<file path="src/lsbsd_pkg.sv">
// Shared types and constants of the LSB stego stream decoder.
// No dependencies.
package lsbsd_pkg;

	localparam int MAX_MAGIC_CHARS = 8;
	localparam int SIZE_FIELD_BITS = 32;
	localparam int BYTE_BITS       = 8;
	localparam int QUEUE_DEPTH     = 4;
	localparam int QPTR_W          = $clog2(QUEUE_DEPTH);
	localparam int PADDR_W         = 5;

	localparam logic [7:0] HEADER_BYTES_RESET = 8'd54;
	localparam logic [3:0] MAGIC_LENGTH_RESET = 4'd2;

	localparam logic [1:0] REG_HEADER_BYTES   = 2'd0;
	localparam logic [1:0] REG_MAGIC_LENGTH   = 2'd1;
	localparam logic [1:0] REG_EXPECTED_MAGIC = 2'd2;

	localparam logic [2:0] KIND_EXT_LENGTH    = 3'd0;
	localparam logic [2:0] KIND_EXT_CHAR      = 3'd1;
	localparam logic [2:0] KIND_PAYLOAD_SIZE  = 3'd2;
	localparam logic [2:0] KIND_PAYLOAD_BYTE  = 3'd3;
	localparam logic [2:0] KIND_MAGIC_MISMATCH = 3'd4;
	localparam logic [2:0] KIND_TRUNCATED     = 3'd5;

	typedef struct packed {
		logic [7:0] image_byte;
		logic       end_of_image;
	} in_item_t;

	typedef struct packed {
		logic [2:0]  kind;
		logic [31:0] value;
		logic        end_of_run;
		logic        decode_done;
	} out_item_t;

	typedef struct packed {
		logic [7:0]  header_bytes;
		logic [3:0]  magic_length;
		logic [63:0] expected_magic;
	} cfg_t;

	typedef struct packed {
		logic [2:0]  kind;
		logic [31:0] value;
		logic        decode_done;
	} res_t;

	// one queue entry: the results of one item, one or two of them
	typedef struct packed {
		logic two;
		res_t res0;
		res_t res1;
	} entry_t;

endpackage

</file>
<file path="src/lsbsd_front.sv">
// Front end: accepts image bytes, tracks the decoding phase and classifies results.
// Depends on lsbsd_pkg.
module lsbsd_front import lsbsd_pkg::*; (
	input  logic     clk,
	input  logic     arst_n,
	input  cfg_t     cfg,
	input  logic     image_valid,
	input  in_item_t image_item,
	input  logic     queue_full,
	output logic     push,
	output entry_t   push_entry
);

	localparam logic [2:0] PH_HEADER = 3'd0;
	localparam logic [2:0] PH_MAGIC  = 3'd1;
	localparam logic [2:0] PH_EXTLEN = 3'd2;
	localparam logic [2:0] PH_EXTCHR = 3'd3;
	localparam logic [2:0] PH_SIZE   = 3'd4;
	localparam logic [2:0] PH_DATA   = 3'd5;
	localparam logic [2:0] PH_DONE   = 3'd6;

	logic [2:0]  phase_q, ph;
	logic [7:0]  hdr_cnt_q, hdr_n;
	logic [4:0]  bit_cnt_q, bc_n;
	logic [31:0] shift_q, sh_n, sh;
	logic [31:0] field_cnt_q, fc_n, fc_inc;
	logic [31:0] ext_len_q, ext_n;
	logic [31:0] pay_size_q, pay_n;
	logic        mismatch_q, mm_n;
	logic        accept, use_bit, need32, unit_ok, trunc;
	logic [5:0]  bc_inc;
	logic [3:0]  mag_chars;
	logic [2:0]  magic_idx;
	logic [7:0]  magic_exp;
	res_t        res_unit, res_trunc;

	assign accept = image_valid && !queue_full;
	assign sh     = {shift_q[30:0], image_item.image_byte[0]};
	assign bc_inc = {1'b0, bit_cnt_q} + 6'd1;
	assign fc_inc = field_cnt_q + 32'd1;

	always_comb begin
		if (cfg.magic_length == 4'd0)
			mag_chars = 4'd1;
		else if (cfg.magic_length > 4'(MAX_MAGIC_CHARS))
			mag_chars = 4'(MAX_MAGIC_CHARS);
		else
			mag_chars = cfg.magic_length;
	end

	assign magic_idx = mag_chars[2:0] - 3'd1 - field_cnt_q[2:0];
	assign magic_exp = cfg.expected_magic[{magic_idx, 3'b000} +: 8];

	always_comb begin
		ph       = phase_q;
		hdr_n    = hdr_cnt_q;
		bc_n     = bit_cnt_q;
		sh_n     = shift_q;
		fc_n     = field_cnt_q;
		ext_n    = ext_len_q;
		pay_n    = pay_size_q;
		mm_n     = mismatch_q;
		use_bit  = 1'b1;
		unit_ok  = 1'b0;
		res_unit = '0;

		if (ph == PH_HEADER) begin
			if (hdr_cnt_q < cfg.header_bytes) begin
				hdr_n   = hdr_cnt_q + 8'd1;
				use_bit = 1'b0;
			end else begin
				ph = PH_MAGIC;
			end
		end
		if (ph == PH_DONE)
			use_bit = 1'b0;
		need32 = (ph == PH_EXTLEN) || (ph == PH_SIZE);

		if (use_bit) begin
			if (bc_inc >= (need32 ? 6'(SIZE_FIELD_BITS) : 6'(BYTE_BITS))) begin
				sh_n = '0;
				bc_n = '0;
				unique case (ph)
					PH_MAGIC: begin
						mm_n = mismatch_q || (sh[7:0] != magic_exp);
						fc_n = fc_inc;
						if (fc_inc >= {28'd0, mag_chars}) begin
							fc_n = '0;
							if (mm_n) begin
								unit_ok  = 1'b1;
								res_unit = '{kind: KIND_MAGIC_MISMATCH, value: '0,
									decode_done: 1'b1};
								ph = PH_DONE;
							end else begin
								ph = PH_EXTLEN;
							end
						end
					end
					PH_EXTLEN: begin
						ext_n    = sh[31] ? '0 : sh;
						unit_ok  = 1'b1;
						res_unit = '{kind: KIND_EXT_LENGTH, value: sh, decode_done: 1'b0};
						fc_n     = '0;
						ph       = (ext_n == '0) ? PH_SIZE : PH_EXTCHR;
					end
					PH_EXTCHR: begin
						unit_ok  = 1'b1;
						res_unit = '{kind: KIND_EXT_CHAR, value: {24'd0, sh[7:0]},
							decode_done: 1'b0};
						fc_n     = fc_inc;
						if (fc_inc >= ext_len_q) begin
							fc_n = '0;
							ph   = PH_SIZE;
						end
					end
					PH_SIZE: begin
						pay_n    = sh;
						fc_n     = '0;
						unit_ok  = 1'b1;
						res_unit = '{kind: KIND_PAYLOAD_SIZE, value: sh,
							decode_done: (sh == '0)};
						ph       = (sh == '0) ? PH_DONE : PH_DATA;
					end
					PH_DATA: begin
						fc_n     = fc_inc;
						unit_ok  = 1'b1;
						res_unit = '{kind: KIND_PAYLOAD_BYTE, value: {24'd0, sh[7:0]},
							decode_done: (fc_inc == pay_size_q)};
						if (fc_inc == pay_size_q)
							ph = PH_DONE;
					end
					default: ;
				endcase
			end else begin
				sh_n = sh;
				bc_n = bc_inc[4:0];
			end
		end

		trunc = image_item.end_of_image && (ph != PH_DONE);
		if (image_item.end_of_image) begin
			ph    = PH_HEADER;
			hdr_n = '0;
			bc_n  = '0;
			sh_n  = '0;
			fc_n  = '0;
			ext_n = '0;
			pay_n = '0;
			mm_n  = 1'b0;
		end
	end

	assign res_trunc = '{kind: KIND_TRUNCATED, value: '0, decode_done: 1'b1};

	assign push            = accept && (unit_ok || trunc);
	assign push_entry.two  = unit_ok && trunc;
	assign push_entry.res0 = unit_ok ? res_unit : res_trunc;
	assign push_entry.res1 = res_trunc;

	always_ff @(posedge clk or negedge arst_n) begin
		if (!arst_n) begin
			phase_q     <= PH_HEADER;
			hdr_cnt_q   <= '0;
			bit_cnt_q   <= '0;
			shift_q     <= '0;
			field_cnt_q <= '0;
			ext_len_q   <= '0;
			pay_size_q  <= '0;
			mismatch_q  <= 1'b0;
		end else if (accept) begin
			phase_q     <= ph;
			hdr_cnt_q   <= hdr_n;
			bit_cnt_q   <= bc_n;
			shift_q     <= sh_n;
			field_cnt_q <= fc_n;
			ext_len_q   <= ext_n;
			pay_size_q  <= pay_n;
			mismatch_q  <= mm_n;
		end
	end

endmodule

</file>
<file path="src/lsbsd_queue.sv">
// Small FIFO of result entries between front and back.
// Depends on lsbsd_pkg.
module lsbsd_queue import lsbsd_pkg::*; (
	input  logic   clk,
	input  logic   arst_n,
	input  logic   push,
	input  entry_t push_entry,
	input  logic   pop,
	output logic   full,
	output logic   not_empty,
	output entry_t head
);

	entry_t            mem_q [QUEUE_DEPTH];
	logic [QPTR_W-1:0] wr_ptr_q, rd_ptr_q;
	logic [QPTR_W:0]   count_q;
	logic              do_push, do_pop;

	assign full      = (count_q == (QPTR_W+1)'(QUEUE_DEPTH));
	assign not_empty = (count_q != '0);
	assign head      = mem_q[rd_ptr_q];
	assign do_push   = push && !full;
	assign do_pop    = pop && not_empty;

	always_ff @(posedge clk) begin
		if (do_push)
			mem_q[wr_ptr_q] <= push_entry;
	end

	always_ff @(posedge clk or negedge arst_n) begin
		if (!arst_n) begin
			wr_ptr_q <= '0;
			rd_ptr_q <= '0;
			count_q  <= '0;
		end else begin
			if (do_push)
				wr_ptr_q <= (wr_ptr_q == QPTR_W'(QUEUE_DEPTH-1)) ? '0 : wr_ptr_q + QPTR_W'(1);
			if (do_pop)
				rd_ptr_q <= (rd_ptr_q == QPTR_W'(QUEUE_DEPTH-1)) ? '0 : rd_ptr_q + QPTR_W'(1);
			if (do_push && !do_pop)
				count_q <= count_q + (QPTR_W+1)'(1);
			else if (do_pop && !do_push)
				count_q <= count_q - (QPTR_W+1)'(1);
		end
	end

endmodule

</file>
<file path="src/lsbsd_back.sv">
// Back end: unpacks queue entries into single result items behind an output register.
// Depends on lsbsd_pkg.
module lsbsd_back import lsbsd_pkg::*; (
	input  logic      clk,
	input  logic      arst_n,
	input  logic      not_empty,
	input  entry_t    head,
	output logic      pop,
	output logic      result_valid,
	input  logic      result_stall,
	output out_item_t result_item
);

	logic      out_valid_q;
	out_item_t out_q;
	logic      idx_q;
	logic      load, last;
	res_t      sel;

	assign load = (!out_valid_q || !result_stall) && not_empty;
	assign last = !head.two || idx_q;
	assign sel  = idx_q ? head.res1 : head.res0;
	assign pop  = load && last;

	always_ff @(posedge clk or negedge arst_n) begin
		if (!arst_n) begin
			out_valid_q <= 1'b0;
			idx_q       <= 1'b0;
		end else begin
			if (load) begin
				out_valid_q <= 1'b1;
				idx_q       <= !last;
			end else if (!result_stall) begin
				out_valid_q <= 1'b0;
			end
		end
	end

	always_ff @(posedge clk) begin
		if (load)
			out_q <= '{kind: sel.kind, value: sel.value, end_of_run: last,
				decode_done: sel.decode_done};
	end

	assign result_valid = out_valid_q;
	assign result_item  = out_q;

endmodule

</file>
<file path="src/lsb_stego_stream_decoder.sv">
// Top level of the LSB stego stream decoder: config registers, front, queue, back.
// Depends on lsbsd_pkg, lsbsd_front, lsbsd_queue, lsbsd_back.
//
// Usage:
//  image channel (image_valid/image_stall/image_item) takes one image file byte per
//  item; end_of_image marks the last byte and the next byte starts a new image.
//  result channel (result_valid/result_stall/result_item) gives the decoded length,
//  size, character and byte items, plus mismatch and truncation flags.
//  An item is taken at a rising edge with valid high and stall low.
//  Registers sit at byte addresses 0 (header_bytes), 8 (magic_length) and
//  16 (expected_magic) of the 64-bit APB port; write them only while idle.
//  The first result of an item passes through the queue and then the output
//  register before it is shown.
//  One image byte is taken per cycle while image_stall is low; an item with two
//  results gives them as two result items in turn. A four-entry queue separates
//  the decoder from the output register, so the image side keeps going while a
//  result waits. When the receiver stalls, the result holds and the queue fills;
//  image_stall rises once four entries wait.
//  Reset clears the decoding state, the queue and the output, and loads the
//  register defaults (54 header bytes, 2 magic characters, magic zero).
module lsb_stego_stream_decoder import lsbsd_pkg::*; (
	input  logic               clk,
	input  logic               arst_n,
	input  logic               image_valid,
	output logic               image_stall,
	input  in_item_t           image_item,
	output logic               result_valid,
	input  logic               result_stall,
	output out_item_t          result_item,
	input  logic               psel,
	input  logic               penable,
	input  logic               pwrite,
	input  logic [PADDR_W-1:0] paddr,
	input  logic [63:0]        pwdata,
	output logic [63:0]        prdata,
	output logic               pready
);

	cfg_t   cfg_q;
	logic   push, pop, full, not_empty;
	entry_t push_entry, head;

	assign pready = 1'b1;

	always_ff @(posedge clk or negedge arst_n) begin
		if (!arst_n) begin
			cfg_q.header_bytes   <= HEADER_BYTES_RESET;
			cfg_q.magic_length   <= MAGIC_LENGTH_RESET;
			cfg_q.expected_magic <= '0;
		end else if (psel && penable && pwrite) begin
			unique case (paddr[4:3])
				REG_HEADER_BYTES:   cfg_q.header_bytes   <= pwdata[7:0];
				REG_MAGIC_LENGTH:   cfg_q.magic_length   <= pwdata[3:0];
				REG_EXPECTED_MAGIC: cfg_q.expected_magic <= pwdata;
				default: ;
			endcase
		end
	end

	always_comb begin
		unique case (paddr[4:3])
			REG_HEADER_BYTES:   prdata = {56'd0, cfg_q.header_bytes};
			REG_MAGIC_LENGTH:   prdata = {60'd0, cfg_q.magic_length};
			REG_EXPECTED_MAGIC: prdata = cfg_q.expected_magic;
			default:            prdata = '0;
		endcase
	end

	assign image_stall = full;

	lsbsd_front u_front (
		.clk        (clk),
		.arst_n     (arst_n),
		.cfg        (cfg_q),
		.image_valid(image_valid),
		.image_item (image_item),
		.queue_full (full),
		.push       (push),
		.push_entry (push_entry)
	);

	lsbsd_queue u_queue (
		.clk       (clk),
		.arst_n    (arst_n),
		.push      (push),
		.push_entry(push_entry),
		.pop       (pop),
		.full      (full),
		.not_empty (not_empty),
		.head      (head)
	);

	lsbsd_back u_back (
		.clk         (clk),
		.arst_n      (arst_n),
		.not_empty   (not_empty),
		.head        (head),
		.pop         (pop),
		.result_valid(result_valid),
		.result_stall(result_stall),
		.result_item (result_item)
	);

endmodule

</file>
<file path="config.mk">
export PLATFORM = sky130hd
export DESIGN_NAME = lsb_stego_stream_decoder
export DESIGN_NICKNAME = d
export VERILOG_FILES = /design/src/lsbsd_pkg.sv /design/src/lsbsd_front.sv /design/src/lsbsd_queue.sv /design/src/lsbsd_back.sv /design/src/lsb_stego_stream_decoder.sv
export SDC_FILE = /design/constraint.sdc
export NUM_CORES = 1
export LEC_CHECK = 0
export ABC_AREA = 1
export CORE_ASPECT_RATIO = 1.2
export CORE_MARGIN = 2
export CORE_UTILIZATION = 45
export CTS_CLUSTER_DIAMETER = 40
export DETAILED_ROUTE_END_ITERATION = 7
export DONT_BUFFER_PORTS = 1
export MAX_ROUTING_LAYER = met4
export PLACE_DENSITY = 0.67
export SLEW_MARGIN = 20
export SYNTH_ARGS = -nofsm -noshare
export SYNTH_HDL_FRONTEND = slang
export SYNTH_HIERARCHICAL = 1
export SYNTH_SLANG_ARGS = --single-unit
</file>
<file path="constraint.sdc">
create_clock -name clk -period 9.11 [get_ports clk]
set_clock_uncertainty 0.15 [all_clocks]
set_input_delay 0.911 -clock clk [delete_from_list [all_inputs] [get_ports clk]]
set_output_delay 0.911 -clock clk [all_outputs]
set_load 0.01 [all_outputs]
</file>
==> out/summary.txt <==
status - finished, final reports clean
synth warn - 6
power per cell area - 298 nW/um^2
Arr. time, crit path - 6.67 ns
Post-synth EDFFs - 329
leading cell type in the layout, fill and taps excluded - nand2_1
vias in the first global route - 19738
Synth cell types - 53
pin count of the biggest net entering global routing - 224
DRC violations left - 0
Synth async-reset ratio - 0.409
synthesized flop and latch total - 557
WL per Instance - 16.9 um
Max FO, Critical Path - 40
Main synth FF type - edfxtp_1
worst-margin pin slew - 1.13 ns
Antenna Nets Post-Route - 0
setup slack at placement - 2.33 ns
Worst Setup End Kind - flip-flop
GRT busiest layer - met2
CTS tree - done
Vias/cell - 5.17
post-CTS sizing - 0
crit path time final - 6.59 ns
Starting Density - 0.452
total CTS buffers - 74
final worst-path cycle share - 0.723
fin worst setup slack - 2.52 ns
Register-to-Register Setup Slack - 2.52 ns
core box area - 61800 um^2
final hold violation count - 0
Die Y-Extent - 277 um
Fmax - 152 MHz
first-pass GRT wire length - 106000 um
crit start category - flip-flop
Worst-path clk slew - 0.06 ns
VDD IR max - 0.000185 V
via count - 20478
Tot GR Track Use - 0.217
detailed placement HPWL - 44300 um
hold crit path type - input pin to async pin
Gate Count Post-Synth - 3122
final setup fails - 0
GRT met1 Usage - 0.261
grt met3 use - 0.0341
Overflow after GRT - 0
CTS H-tree depth - 3
most frequent cells in the layout - nand2_1 (1043), inv_1 (431), edfxtp_1 (329)
Max-Cap Viols - 0
placed inst area - 28100 um^2
RSZ-0062 raised after global routing - no
clk sink count - 557
Slowest-stage cell, CP - fa_1
largest stage delay on the critical path - 0.97 ns
Post-CTS Setup Inserts - 0
DR pass1 iterations - 6
Leakage - 0.0138 uW
Final Net Count - 3230
Mapped Area - 28000 um^2
routed wire length - 67000 um
most frequent CP cell - nand2_1
Std-Cell Rows - 100
I/O pin count - 189
final instance area - 30800 um^2
IO Port Bufs - 0
max-slew violation count - 0
M2 GR Usage - 0.366
WP data required - 9.19 ns
antenna cell count - 0
setup_tns - 0 ns
Layout area overhead - 10.0%
clk buf depth - 3
sequential area share after synthesis - 0.558
Clock Tree Root - clkbuf_16
die area - 64200 um^2
GPL Wtd Cong - 0.966
share of cells above drive strength 1 - 0.0709
DIE WIDTH - 232 um
initial drt markers - 1527
Slew HR - 0.244
Setup Crit Path Kind - flip-flop to flip-flop
initial antenna violation count - 1
Avg Cell Area, Syn - 8.96 um^2
fillers - 5707
worst skew pair latency - 0.61 ns
## state kept, by name, summed over array words and instances (netlist names), 3 cells and up
| register | cells |
|---|---|
| u_front/phase_q | 3 |
| u_queue/count_q | 3 |
| u_front/hdr_cnt_q | 8 |
| u_queue/mem_q | 292 |
| cfg_q | 76 |
| u_back/result_item | 37 |
| u_front/shift_q | 31 |
| u_front/pay_size_q | 32 |
| u_front/bit_cnt_q | 5 |
| u_front/field_cnt_q | 32 |
| u_front/ext_len_q | 31 |
## cell families after synthesis
group                    count (synthesis)  share of synthesized area
other                                    3                   0.000403
adder cells (fa/ha/maj)                 58                     0.0265
AND/OR/NAND/NOR                       1531                      0.226
XOR/XNOR                                15                    0.00519
AO/OA/AOI/OAI                          344                     0.0821
buffers and inverters                  614                      0.102
flip-flops                             557                      0.558
## where the power goes
group,internal (uW),switching (uW)
sequential,3150,313
clock,1850,1130
combinational,792,1930
## worst paths after layout
| check | from | end | cells after the start |
|---|---|---|---|
| setup / recovery | cfg_q[64] | u_queue/mem_q[0][20] | 28 |
| hold / removal | arst_n | cfg_q[6] | 1 |
| setup reg to reg | cfg_q[64] | u_queue/mem_q[0][20] | 28 |
| hold reg to reg | cfg_q[73] | cfg_q[73] | 2 |
| max in group asynchronous | arst_n | u_queue/rd_ptr_q[0] | 2 |
| min in group clk | pwdata[5] | cfg_q[73] | 2 |
## final cells by class
cell class	instances	area, um^2	area share
flip-flops and latches	557	15600	0.507
multi-input cells	1985	9680	0.315
repair buffers	25	243	0.00789
clock inverters	45	586	0.0190
inverters	444	1670	0.0542
well taps	816	1020	0.0332
clock buffers	91	1980	0.0643
## worst max-delay path, delay by kind of cell (launching register included)
| family | cells | cell delay, ns |
|---|---|---|
| flip-flops | 1 | 0.42 |
| buffers and inverters | 5 | 1.69 |
| AND/OR/NAND/NOR | 19 | 2.38 |
| adder cells (fa/ha/maj) | 2 | 1.13 |
| AO/OA/AOI/OAI | 2 | 0.33 |
## timing repair
action                     in CTS  in global routing
hold endpoints to repair      223                  0
hold buffers                    2                  0
setup endpoints to repair       0                  0
## cells in the mapped netlist, types with 41 or more instances
cell type,count,area [um^2]
buf_6,42,473
dfrtp_1,223,5580
nand3_1,173,866
nor3_1,41,205
nand4_1,49,307
buf_4,45,338
clkbuf_1,43,161
inv_1,432,1620
o211ai_1,140,1050
nand2_1,1043,3920
ha_1,56,701
edfxtp_1,329,9880
nor2_1,179,672
o21ai_0,120,601
## per-stage QoR
stage | std cells | hold WS, ns | power, uW | util
after detailed placement | 3824 | 0.316 | 6210 | 0.455
after CTS | 3962 | 0.204 | 9230 | 0.497
after floorplan | 3156 | 0.301 | 5610 | -
after global placement | 3824 | 0.309 | 6160 | 0.455
final | 3963 | 0.0487 | 9170 | 0.498
after global routing | 3963 | 0.114 | 9740 | 0.498
## metal layers
| metal | part of all wire | vias to the layer above |
|---|---|---|
| li1 | - | 10048 |
| met1 | 0.41 | 9725 |
| met2 | 0.50 | 571 |
| met3 | 0.050 | 134 |
| met4 | 0.035 | 0 |
| met5 | 0 | - |
Note: power is estimated with default switching activity, not from simulation.
